[src/rtl/pket_pkg.sv]
// ----------------------------------------------------------------------------
// pket_pkg
// Shared types and constants of the per-key event throttle.
// ----------------------------------------------------------------------------
package pket_pkg;

   localparam int SLOTS_DEF    = 32;
   localparam int KEY_BITS_DEF = 32;

   localparam int KEY_W    = 32;
   localparam int KIND_W   = 2;
   localparam int TIME_W   = 32;
   localparam int THR_W    = 8;
   localparam int LIMIT_W  = 6;
   localparam int CSR_IDX_W = 1;
   localparam int CSR_DATA_W = 8;

   localparam logic [THR_W-1:0]   THROTTLE_RESET = THR_W'(2);
   localparam logic [LIMIT_W-1:0] LIMIT_RESET    = LIMIT_W'(20);

   localparam logic [KIND_W-1:0] KIND_CHANGED = 2'd0;
   localparam logic [KIND_W-1:0] KIND_CREATED = 2'd1;
   localparam logic [KIND_W-1:0] KIND_DELETED = 2'd2;

   localparam logic [CSR_IDX_W-1:0] CSR_THROTTLE = 1'b0;
   localparam logic [CSR_IDX_W-1:0] CSR_LIMIT    = 1'b1;

   typedef enum logic [2:0] {
      ST_IDLE,
      ST_SCAN,
      ST_DRAIN,
      ST_UPDATE,
      ST_RESP
   } pket_state_type;

   typedef struct packed {
      logic load;
      logic scan;
      logic commit;
      logic respond;
   } pket_cmd_type;

   typedef struct packed {
      logic in_changed;
      logic scan_last;
      logic rsp_free;
   } pket_sts_type;

endpackage

[src/rtl/pket_req_if.sv]
// ----------------------------------------------------------------------------
// pket_req_if
// Request channel: event key, kind, force flag and timestamp.
// ----------------------------------------------------------------------------
interface pket_req_if;
   logic                          valid;
   logic                          ready;
   logic [pket_pkg::KEY_W-1:0]    key_id;
   logic [pket_pkg::KIND_W-1:0]   event_kind;
   logic                          force_req;
   logic [pket_pkg::TIME_W-1:0]   now_seconds;

   modport source (output valid, key_id, event_kind, force_req, now_seconds, input ready);
   modport sink   (input valid, key_id, event_kind, force_req, now_seconds, output ready);
endinterface

[src/rtl/pket_rsp_if.sv]
// ----------------------------------------------------------------------------
// pket_rsp_if
// Response channel: emit decision, echoed kind and key.
// ----------------------------------------------------------------------------
interface pket_rsp_if;
   logic                          valid;
   logic                          ready;
   logic                          emit;
   logic [pket_pkg::KIND_W-1:0]   signal_kind;
   logic [pket_pkg::KEY_W-1:0]    out_key;

   modport source (output valid, emit, signal_kind, out_key, input ready);
   modport sink   (input valid, emit, signal_kind, out_key, output ready);
endinterface

[src/rtl/pket_ram.sv]
// ----------------------------------------------------------------------------
// pket_ram
// Generic single-write, single-read RAM with registered read data.
// ----------------------------------------------------------------------------
module pket_ram #(
   parameter int WIDTH = 64,
   parameter int DEPTH = 32
) (
   input  logic                     clock,
   input  logic                     wr_en,
   input  logic [$clog2(DEPTH)-1:0] wr_addr,
   input  logic [WIDTH-1:0]         wr_data,
   input  logic                     rd_en,
   input  logic [$clog2(DEPTH)-1:0] rd_addr,
   output logic [WIDTH-1:0]         rd_data
);

   logic [WIDTH-1:0] mem_ff [DEPTH];
   logic [WIDTH-1:0] rd_data_ff;

   always_ff @(posedge clock) begin
      if (wr_en) begin
         mem_ff[wr_addr] <= wr_data;
      end
      if (rd_en) begin
         rd_data_ff <= mem_ff[rd_addr];
      end
   end

   assign rd_data = rd_data_ff;

endmodule

[src/rtl/pket_ctrl.sv]
// ----------------------------------------------------------------------------
// pket_ctrl
// Sequencer: accept, table scan, update, response.
// ----------------------------------------------------------------------------
module pket_ctrl (
   input  logic                   clock,
   input  logic                   reset,
   input  logic                   req_valid,
   output logic                   req_ready,
   input  pket_pkg::pket_sts_type sts,
   output pket_pkg::pket_cmd_type cmd
);

   pket_pkg::pket_state_type state_ff, state_in;

   always_comb begin
      state_in = state_ff;
      case (state_ff)
         pket_pkg::ST_IDLE: begin
            if (req_valid) begin
               state_in = sts.in_changed ? pket_pkg::ST_SCAN : pket_pkg::ST_RESP;
            end
         end
         pket_pkg::ST_SCAN: begin
            if (sts.scan_last) begin
               state_in = pket_pkg::ST_DRAIN;
            end
         end
         pket_pkg::ST_DRAIN:  state_in = pket_pkg::ST_UPDATE;
         pket_pkg::ST_UPDATE: state_in = pket_pkg::ST_RESP;
         pket_pkg::ST_RESP: begin
            if (sts.rsp_free) begin
               state_in = pket_pkg::ST_IDLE;
            end
         end
         default: state_in = pket_pkg::ST_IDLE;
      endcase
   end

   always_comb begin
      cmd       = '0;
      req_ready = 1'b0;
      case (state_ff)
         pket_pkg::ST_IDLE: begin
            req_ready = 1'b1;
            cmd.load  = req_valid;
         end
         pket_pkg::ST_SCAN:   cmd.scan = 1'b1;
         pket_pkg::ST_DRAIN:  cmd = '0;
         pket_pkg::ST_UPDATE: cmd.commit = 1'b1;
         pket_pkg::ST_RESP:   cmd.respond = sts.rsp_free;
         default:             cmd = '0;
      endcase
   end

   always_ff @(posedge clock) begin
      if (reset) begin
         state_ff <= pket_pkg::ST_IDLE;
      end else begin
         state_ff <= state_in;
      end
   end

endmodule

[src/rtl/pket_dp.sv]
// ----------------------------------------------------------------------------
// pket_dp
// Datapath: config registers, key/time table, scan accumulators, response.
// ----------------------------------------------------------------------------
module pket_dp #(
   parameter int SLOTS    = pket_pkg::SLOTS_DEF,
   parameter int KEY_BITS = pket_pkg::KEY_BITS_DEF
) (
   input  logic                                clock,
   input  logic                                reset,
   input  logic                                csr_we,
   input  logic [pket_pkg::CSR_IDX_W-1:0]      csr_index,
   input  logic [pket_pkg::CSR_DATA_W-1:0]     csr_wdata,
   input  logic [pket_pkg::KEY_W-1:0]          key_id,
   input  logic [pket_pkg::KIND_W-1:0]         event_kind,
   input  logic                                force_req,
   input  logic [pket_pkg::TIME_W-1:0]         now_seconds,
   input  pket_pkg::pket_cmd_type              cmd,
   output pket_pkg::pket_sts_type              sts,
   output logic                                rsp_valid,
   input  logic                                rsp_ready,
   output logic                                rsp_emit,
   output logic [pket_pkg::KIND_W-1:0]         rsp_kind,
   output logic [pket_pkg::KEY_W-1:0]          rsp_key
);

   localparam int IDX_W  = $clog2(SLOTS);
   localparam int CNT_W  = $clog2(SLOTS + 1);
   localparam int CMP_W  = (CNT_W > pket_pkg::LIMIT_W) ? CNT_W : pket_pkg::LIMIT_W;
   localparam int TIME_W = pket_pkg::TIME_W;
   localparam int RAM_W  = KEY_BITS + TIME_W;

   logic [pket_pkg::THR_W-1:0]   throttle_ff, throttle_in;
   logic [pket_pkg::LIMIT_W-1:0] limit_ff, limit_in;

   logic [pket_pkg::KEY_W-1:0]   key_ff, key_in;
   logic [pket_pkg::KIND_W-1:0]  kind_ff, kind_in;
   logic                         force_ff, force_in;
   logic [TIME_W-1:0]            now_ff, now_in;

   logic [IDX_W-1:0]             addr_ff, addr_in;
   logic                         cmp_en_ff, cmp_en_in;
   logic [IDX_W-1:0]             cmp_idx_ff, cmp_idx_in;

   logic                         found_ff, found_in;
   logic [IDX_W-1:0]             found_idx_ff, found_idx_in;
   logic [TIME_W-1:0]            found_time_ff, found_time_in;
   logic                         vict_ff, vict_in;
   logic [IDX_W-1:0]             vict_idx_ff, vict_idx_in;
   logic [TIME_W-1:0]            oldest_ff, oldest_in;
   logic                         free_ff, free_in;
   logic [IDX_W-1:0]             free_idx_ff, free_idx_in;

   logic [SLOTS-1:0]             valid_ff, valid_in;
   logic [CNT_W-1:0]             count_ff, count_in;

   logic                         rsp_valid_ff, rsp_valid_in;
   logic                         rsp_emit_ff, rsp_emit_in;
   logic [pket_pkg::KIND_W-1:0]  rsp_kind_ff, rsp_kind_in;
   logic [pket_pkg::KEY_W-1:0]   rsp_key_ff, rsp_key_in;

   logic [KEY_BITS-1:0]          qkey;
   logic [RAM_W-1:0]             rd_data;
   logic [KEY_BITS-1:0]          rd_key;
   logic [TIME_W-1:0]            rd_time;
   logic                         rd_valid;
   logic [TIME_W:0]              thr_sum;
   logic                         throttled;
   logic                         pass_rec;
   logic                         cnt_full;
   logic                         do_evict;
   logic                         have_slot;
   logic                         do_new;
   logic [IDX_W-1:0]             new_idx;
   logic                         wr_en;
   logic [IDX_W-1:0]             wr_addr;
   logic                         emit_c;

   assign qkey     = KEY_BITS'(key_ff);
   assign rd_key   = rd_data[TIME_W +: KEY_BITS];
   assign rd_time  = rd_data[TIME_W-1:0];
   assign rd_valid = valid_ff[cmp_idx_ff];

   assign thr_sum   = {1'b0, found_time_ff} + (TIME_W + 1)'(throttle_ff);
   assign throttled = found_ff && (thr_sum >= {1'b0, now_ff});
   assign pass_rec  = (kind_ff == pket_pkg::KIND_CHANGED) && !force_ff && !throttled;
   assign cnt_full  = CMP_W'(count_ff) >= CMP_W'(limit_ff);
   assign do_evict  = cmd.commit && pass_rec && cnt_full && vict_ff;
   assign have_slot = free_ff || do_evict;
   assign new_idx   = (do_evict && (!free_ff || (vict_idx_ff < free_idx_ff))) ?
                      vict_idx_ff : free_idx_ff;
   assign do_new    = cmd.commit && pass_rec && !found_ff && have_slot;
   assign wr_en     = (cmd.commit && pass_rec && found_ff) || do_new;
   assign wr_addr   = found_ff ? found_idx_ff : new_idx;

   always_comb begin
      case (kind_ff)
         pket_pkg::KIND_CHANGED: emit_c = force_ff ? found_ff : !throttled;
         pket_pkg::KIND_CREATED: emit_c = 1'b1;
         pket_pkg::KIND_DELETED: emit_c = 1'b1;
         default:                emit_c = 1'b0;
      endcase
   end

   pket_ram #(
      .WIDTH (RAM_W),
      .DEPTH (SLOTS)
   ) u_table (
      .clock   (clock),
      .wr_en   (wr_en),
      .wr_addr (wr_addr),
      .wr_data ({qkey, now_ff}),
      .rd_en   (cmd.scan),
      .rd_addr (addr_ff),
      .rd_data (rd_data)
   );

   // config
   always_comb begin
      throttle_in = throttle_ff;
      limit_in    = limit_ff;
      if (csr_we) begin
         case (csr_index)
            pket_pkg::CSR_THROTTLE: throttle_in = csr_wdata[pket_pkg::THR_W-1:0];
            pket_pkg::CSR_LIMIT:    limit_in    = csr_wdata[pket_pkg::LIMIT_W-1:0];
            default:                limit_in    = limit_ff;
         endcase
      end
   end

   // request capture, scan and accumulators
   always_comb begin
      key_in        = key_ff;
      kind_in       = kind_ff;
      force_in      = force_ff;
      now_in        = now_ff;
      addr_in       = addr_ff;
      cmp_en_in     = cmd.scan;
      cmp_idx_in    = addr_ff;
      found_in      = found_ff;
      found_idx_in  = found_idx_ff;
      found_time_in = found_time_ff;
      vict_in       = vict_ff;
      vict_idx_in   = vict_idx_ff;
      oldest_in     = oldest_ff;
      free_in       = free_ff;
      free_idx_in   = free_idx_ff;
      if (cmd.load) begin
         key_in    = key_id;
         kind_in   = event_kind;
         force_in  = force_req;
         now_in    = now_seconds;
         addr_in   = '0;
         found_in  = 1'b0;
         vict_in   = 1'b0;
         free_in   = 1'b0;
         oldest_in = now_seconds;
      end
      if (cmd.scan) begin
         addr_in = addr_ff + IDX_W'(1);
      end
      if (cmp_en_ff) begin
         if (rd_valid && (rd_key == qkey)) begin
            found_in      = 1'b1;
            found_idx_in  = cmp_idx_ff;
            found_time_in = rd_time;
         end
         if (rd_valid && (rd_time <= oldest_ff) && (rd_key != qkey)) begin
            vict_in     = 1'b1;
            vict_idx_in = cmp_idx_ff;
            oldest_in   = rd_time;
         end
         if (!rd_valid && !free_ff) begin
            free_in     = 1'b1;
            free_idx_in = cmp_idx_ff;
         end
      end
   end

   // table occupancy
   always_comb begin
      valid_in = valid_ff;
      if (do_evict) begin
         valid_in[vict_idx_ff] = 1'b0;
      end
      if (do_new) begin
         valid_in[new_idx] = 1'b1;
      end
      count_in = count_ff - CNT_W'(do_evict) + CNT_W'(do_new);
   end

   // response register
   always_comb begin
      rsp_valid_in = rsp_valid_ff;
      rsp_emit_in  = rsp_emit_ff;
      rsp_kind_in  = rsp_kind_ff;
      rsp_key_in   = rsp_key_ff;
      if (rsp_ready) begin
         rsp_valid_in = 1'b0;
      end
      if (cmd.respond) begin
         rsp_valid_in = 1'b1;
         rsp_emit_in  = emit_c;
         rsp_kind_in  = kind_ff;
         rsp_key_in   = key_ff;
      end
   end

   always_ff @(posedge clock) begin
      if (reset) begin
         throttle_ff  <= pket_pkg::THROTTLE_RESET;
         limit_ff     <= pket_pkg::LIMIT_RESET;
         valid_ff     <= '0;
         count_ff     <= '0;
         cmp_en_ff    <= 1'b0;
         rsp_valid_ff <= 1'b0;
      end else begin
         throttle_ff  <= throttle_in;
         limit_ff     <= limit_in;
         valid_ff     <= valid_in;
         count_ff     <= count_in;
         cmp_en_ff    <= cmp_en_in;
         rsp_valid_ff <= rsp_valid_in;
      end
   end

   always_ff @(posedge clock) begin
      key_ff        <= key_in;
      kind_ff       <= kind_in;
      force_ff      <= force_in;
      now_ff        <= now_in;
      addr_ff       <= addr_in;
      cmp_idx_ff    <= cmp_idx_in;
      found_ff      <= found_in;
      found_idx_ff  <= found_idx_in;
      found_time_ff <= found_time_in;
      vict_ff       <= vict_in;
      vict_idx_ff   <= vict_idx_in;
      oldest_ff     <= oldest_in;
      free_ff       <= free_in;
      free_idx_ff   <= free_idx_in;
      rsp_emit_ff   <= rsp_emit_in;
      rsp_kind_ff   <= rsp_kind_in;
      rsp_key_ff    <= rsp_key_in;
   end

   assign sts.in_changed = (event_kind == pket_pkg::KIND_CHANGED);
   assign sts.scan_last  = (addr_ff == IDX_W'(SLOTS - 1));
   assign sts.rsp_free   = !rsp_valid_ff || rsp_ready;

   assign rsp_valid = rsp_valid_ff;
   assign rsp_emit  = rsp_emit_ff;
   assign rsp_kind  = rsp_kind_ff;
   assign rsp_key   = rsp_key_ff;

endmodule

[src/rtl/per_key_event_throttle_top.sv]
// ----------------------------------------------------------------------------
// per_key_event_throttle_top
// Per-key rate limiter for notification events with oldest-entry eviction.
// ----------------------------------------------------------------------------
// One response per request. Created, deleted and unknown-kind events go from
// the idle state straight to the response state; changed events first scan the
// key/time table one slot per cycle through its single read port, then pass
// through the drain and update states. A new request is taken while the
// previous response still waits in the output register. Write the CSRs only
// while idle.
module per_key_event_throttle_top #(
   parameter int SLOTS    = pket_pkg::SLOTS_DEF,
   parameter int KEY_BITS = pket_pkg::KEY_BITS_DEF
) (
   input  logic                            clock,
   input  logic                            reset,
   pket_req_if.sink                        req_chan,
   pket_rsp_if.source                      rsp_chan,
   input  logic                            csr_we,
   input  logic [pket_pkg::CSR_IDX_W-1:0]  csr_index,
   input  logic [pket_pkg::CSR_DATA_W-1:0] csr_wdata
);

   pket_pkg::pket_cmd_type cmd;
   pket_pkg::pket_sts_type sts;
   logic                   req_ready;

   pket_ctrl u_ctrl (
      .clock     (clock),
      .reset     (reset),
      .req_valid (req_chan.valid),
      .req_ready (req_ready),
      .sts       (sts),
      .cmd       (cmd)
   );

   pket_dp #(
      .SLOTS    (SLOTS),
      .KEY_BITS (KEY_BITS)
   ) u_dp (
      .clock       (clock),
      .reset       (reset),
      .csr_we      (csr_we),
      .csr_index   (csr_index),
      .csr_wdata   (csr_wdata),
      .key_id      (req_chan.key_id),
      .event_kind  (req_chan.event_kind),
      .force_req   (req_chan.force_req),
      .now_seconds (req_chan.now_seconds),
      .cmd         (cmd),
      .sts         (sts),
      .rsp_valid   (rsp_chan.valid),
      .rsp_ready   (rsp_chan.ready),
      .rsp_emit    (rsp_chan.emit),
      .rsp_kind    (rsp_chan.signal_kind),
      .rsp_key     (rsp_chan.out_key)
   );

   assign req_chan.ready = req_ready;

endmodule
[src/flat_wrapper.sv]
// flat-port wrapper written by rule: the top's interface ports become plain ports
module per_key_event_throttle_top_flat 
#(
   parameter int SLOTS    = pket_pkg::SLOTS_DEF,
   parameter int KEY_BITS = pket_pkg::KEY_BITS_DEF
)
  (clock, reset, csr_we, csr_index, csr_wdata, req_chan_valid, req_chan_key_id, req_chan_event_kind, req_chan_force_req, req_chan_now_seconds, req_chan_ready, rsp_chan_valid, rsp_chan_emit, rsp_chan_signal_kind, rsp_chan_out_key, rsp_chan_ready);
  pket_req_if req_chan_i ();
  pket_rsp_if rsp_chan_i ();
  input  logic clock;
  input  logic reset;
  input  logic csr_we;
  input  logic [pket_pkg::CSR_IDX_W-1:0] csr_index;
  input  logic [pket_pkg::CSR_DATA_W-1:0] csr_wdata;
  input wire logic [$bits(req_chan_i.valid)-1:0] req_chan_valid;
  input wire logic [$bits(req_chan_i.key_id)-1:0] req_chan_key_id;
  input wire logic [$bits(req_chan_i.event_kind)-1:0] req_chan_event_kind;
  input wire logic [$bits(req_chan_i.force_req)-1:0] req_chan_force_req;
  input wire logic [$bits(req_chan_i.now_seconds)-1:0] req_chan_now_seconds;
  output wire logic [$bits(req_chan_i.ready)-1:0] req_chan_ready;
  output wire logic [$bits(rsp_chan_i.valid)-1:0] rsp_chan_valid;
  output wire logic [$bits(rsp_chan_i.emit)-1:0] rsp_chan_emit;
  output wire logic [$bits(rsp_chan_i.signal_kind)-1:0] rsp_chan_signal_kind;
  output wire logic [$bits(rsp_chan_i.out_key)-1:0] rsp_chan_out_key;
  input wire logic [$bits(rsp_chan_i.ready)-1:0] rsp_chan_ready;
  assign req_chan_i.valid = req_chan_valid;
  assign req_chan_i.key_id = req_chan_key_id;
  assign req_chan_i.event_kind = req_chan_event_kind;
  assign req_chan_i.force_req = req_chan_force_req;
  assign req_chan_i.now_seconds = req_chan_now_seconds;
  assign req_chan_ready = req_chan_i.ready;
  assign rsp_chan_valid = rsp_chan_i.valid;
  assign rsp_chan_emit = rsp_chan_i.emit;
  assign rsp_chan_signal_kind = rsp_chan_i.signal_kind;
  assign rsp_chan_out_key = rsp_chan_i.out_key;
  assign rsp_chan_i.ready = rsp_chan_ready;
  per_key_event_throttle_top #(.SLOTS(SLOTS), .KEY_BITS(KEY_BITS)) u_core (.clock(clock), .reset(reset), .req_chan(req_chan_i), .rsp_chan(rsp_chan_i), .csr_we(csr_we), .csr_index(csr_index), .csr_wdata(csr_wdata));
endmodule
[config.mk]
export PLATFORM = sky130hd
export DESIGN_NAME = per_key_event_throttle_top_flat
export DESIGN_NICKNAME = d
export VERILOG_FILES = /design/src/rtl/pket_pkg.sv /design/src/rtl/pket_req_if.sv /design/src/rtl/pket_rsp_if.sv /design/src/rtl/pket_ram.sv /design/src/rtl/pket_ctrl.sv /design/src/rtl/pket_dp.sv /design/src/rtl/per_key_event_throttle_top.sv /design/src/flat_wrapper.sv
export SDC_FILE = /design/constraint.sdc
export NUM_CORES = 2
export LEC_CHECK = 0
export ABC_AREA = 0
export BUFFER_PORTS_ARGS = -buffer_cell sky130_fd_sc_hd__buf_2
export CAP_MARGIN = 40
export CORE_ASPECT_RATIO = 0.7
export CORE_MARGIN = 5
export CORE_UTILIZATION = 40
export CTS_CLUSTER_DIAMETER = 60
export DETAILED_ROUTE_END_ITERATION = 6
export PLACE_DENSITY_LB_ADDON = 0.12
export SLEW_MARGIN = 25
export SYNTH_ARGS = -nofsm -noshare
export SYNTH_HDL_FRONTEND = slang
export SYNTH_HIERARCHICAL = 1
export SYNTH_SLANG_ARGS = --single-unit
[constraint.sdc]
create_clock -name clock -period 8.09 [get_ports clock]
set_input_delay 1.618 -clock clock [delete_from_list [all_inputs] [get_ports clock]]
set_output_delay 1.618 -clock clock [all_outputs]
set_load 0.005 [all_outputs]
==> reports/summary.txt <==
launch point of the worst hold path - u_core/u_dp/key_ff[15]$_DFFE_PP_
Setup Fix Bufs, Post-CTS - 0
Fmax achieved - 158 MHz
die area - 241000 um^2
H-tree levels - 4
Fin Setup TNS - 0 ps
all-layer global routing usage - 20.9%
CTS hold repair buffers - 0
Iteration-0 DRC Markers - 4718
Final Wtd Congestion - 0.791
largest net degree at the start of global routing - 112
syn_area_per_cell - 21.7 um^2
HPWL Detailed - 147000 um
Finished Core Util - 46.1%
global-route wire length before repair - 357000 um
area of the multi-input gates - 21400 um^2
Synth top area share - 73.5%
synthesized instance count - 4273
static leakage - 33.6 nW
crit share post-route - 78.2%
final hold violation count - 0
overflow left after global routing - 0
Max Root-Sink Buffers - 4
minimum clock period - 6320 ps
Yosys cell types - 76
core area - 230000 um^2
initial antenna violation count - 15
dominant cell type by area after synthesis - edfxtp_1
nets - 4806
Ports - 118
Setup Viol. Count Final - 0
Slew @ Worst Pin - 997 ps
Worst R2R End - u_core/u_dp/u_table/mem_ff[24][63]$_DFFE_PP_
crit path max fanout - 21
sequential fraction of the synthesis area - 75.6%
TritonCTS clock tree - done
Root Buffer - clkbuf_16
Die Ht - 412 um
dpl cells - 7444
P&R area growth vs syn - 14.4%
Critical R2R Launch - u_core/u_dp/throttle_ff[0]$_SDFFE_PP0P_
worst hold path class - reg2reg
Yosys reg bits - 2363
status - finished, final reports clean
vias in the first global route - 45000
vias - 45100
register-to-register setup slack - 1770 ps
WL final - 254000 um
post-cts resize count - 0
Clock transition at path regs - 60 ps
highest-count cells in the layout ignoring fill and taps - 2266 x edfxtp_1, 603 x mux4_2, 235 x clkbuf_16
Reg area - 70000 um^2
worst skew pair latency - 880 ps
initial core utilization - 40.3%
Arr. time, crit path - 6850 ps
average wire per standard cell - 32.3 um
Post-synth ARST share - 0%
final antenna-violating net count - 0
Worst VDD drop - 0.150 mV
Max Cap Viol - 0
post-synthesis cell area - 92600 um^2
CTS Buf Count - 231
Die X - 585 um
Setup crit end kind - register
Post-Syn Nets - 4448
Fill cells - 19100
Worst Hold Depth - 0
DR vias/cell - 5.72
# clock sinks - 2363
drt drc - 0
worst path required time - 8620 ps
main area contributors after synthesis - edfxtp_1 74%, mux4_2 15%, dfxtp_1 2.1%
RSZ-0062 raised after global routing - false
PortBufs - 117
Post-synth EDFFs - 2266
row count - 147
hold endpoint - u_core/u_dp/rsp_key[15]$_DFFE_PP_
WS Path Type - reg2reg
First-pass DRT Iterations - 6
Final Skew - 53.5 ps
layout cells sized above 1 - 29.3%
Final Max Slew Viols - 0
most common cell after layout, fill and taps aside - edfxtp_1
cell area power density - 262 nW/um^2
Main synth FF type - edfxtp_1
headroom to the max-slew limit - 33.6%
total power - 27.7 mW
synth warn - 6
Critical Path Start Type - register
Finished Layout Cells - 7872
R2R depth - 21
## metrics by stage
stage / area (um^2) / hold slack [ps] / worst slack (ps)
after CTS: 106000 / 456 / 1720
after global routing: 106000 / 475 / 1220
after floorplan: 92600 / 391 / 689
after global placement: 98200 / 437 / 1830
after detailed placement: 98400 / 438 / 1700
final: 106000 / 453 / 1770
## how the worst max path moves through the flow
stage	end	from	depth (start not counted)	slack (ps)
6_report	u_core/u_dp/u_table/mem_ff[24][63]$_DFFE_PP_	u_core/u_dp/throttle_ff[0]$_SDFFE_PP0P_	21	1770
5_1_grt	u_core/u_dp/u_table/mem_ff[24][36]$_DFFE_PP_	u_core/u_dp/throttle_ff[0]$_SDFFE_PP0P_	21	1220
4_1_cts	u_core/u_dp/u_table/mem_ff[24][54]$_DFFE_PP_	u_core/u_dp/throttle_ff[0]$_SDFFE_PP0P_	21	1720
3_5_place_dp	u_core/u_dp/u_table/mem_ff[24][62]$_DFFE_PP_	u_core/u_dp/throttle_ff[0]$_SDFFE_PP0P_	21	1700
3_3_place_gp	u_core/u_dp/u_table/mem_ff[24][36]$_DFFE_PP_	u_core/u_dp/throttle_ff[0]$_SDFFE_PP0P_	21	1830
2_1_floorplan	u_core/u_dp/u_table/mem_ff[28][0]$_DFFE_PP_	u_core/u_dp/throttle_ff[0]$_SDFFE_PP0P_	19	690
## synthesized netlist by cell type, types with 12 or more instances
library cell / number
nand4_1: 31
nor2b_1: 12
xnor2_1: 61
mux2i_1: 51
dfxtp_1: 97
nor3_1: 19
buf_4: 14
a21o_1: 13
a21oi_1: 39
edfxtp_1: 2266
a221oi_1: 37
nand2_1: 114
mux2_4: 27
mux2_2: 81
nand2b_1: 25
ha_1: 92
o211ai_1: 19
clkbuf_1: 80
o21ai_1: 14
buf_2: 67
nand3_1: 33
o21ai_0: 69
nor2_1: 103
mux4_2: 603
buf_1: 24
inv_1: 117
## sequential cells by signal (all words and copies together), names as in the netlist, 5 cells and up
register	count
u_core/u_dp/u_table/mem_ff	2048
u_core/u_dp/u_table/rd_data	64
u_core/u_dp/found_time_ff	32
u_core/u_dp/key_ff	32
u_core/u_dp/now_ff	32
u_core/u_dp/oldest_ff	32
u_core/u_dp/rsp_key	32
u_core/u_dp/valid_ff	32
u_core/u_dp/throttle_ff	8
u_core/u_dp/count_ff	6
u_core/u_dp/limit_ff	6
u_core/u_dp/addr_ff	5
u_core/u_dp/cmp_idx_ff	5
u_core/u_dp/found_idx_ff	5
u_core/u_dp/free_idx_ff	5
u_core/u_dp/vict_idx_ff	5
## layer usage
metal | track usage [%] | wire [um] | vias up
met4 | 4.82 | 5880 | 2
li1 | - | - | 18600
met2 | 30.5 | 111000 | 1557
met5 | 0 | 13 | -
met1 | 32.4 | 119000 | 24600
met3 | 4.31 | 18000 | 309
## power breakdown
group | switching [mW] | internal, mW | total [mW]
clock network | 4.60 | 6.07 | 10.7
registers | 0.124 | 13.7 | 13.8
logic | 1.84 | 1.37 | 3.22
total | 6.56 | 21.1 | 27.7
## layout make-up
class	instances	area share, %
antenna	6	0.0142
clock buffer	277	5.72
clock inverter	137	1.20
inverter	118	0.419
multi-input combinational	1597	20.2
sequential	2363	66.1
tap	3054	3.61
timing repair buffer	320	2.71
## worst max-delay path, cell delays in order, from the launching register on
cell     delay [ps]
dfxtp_1         340
ha_1            170
inv_1            50
fa_1            400
nor2b_1         160
o31a_1          200
o221a_2         310
nand4_1         320
nor2_1          220
xor2_1          170
ha_1            280
a21o_1          190
a21o_1          160
a21o_1          210
nor4_1          360
o31ai_2         100
buf_4           190
o31ai_1         260
buf_4           220
or3b_2          730
nor2_4          600
buf_12          280
## logic make-up after synthesis
kind of cell               count (synthesis)  synth area share, %
adders and majority gates                 94                 1.29
xor gates and xnor gates                  68                0.643
AOI/OAI and AO/OA                        273                 2.06
DFF                                     2363                 75.6
muxes                                    767                 16.8
and+or+nand+nor                          395                 2.08
buffers and inverters                    313                 1.53
Power figures use the tool's default switching activity.
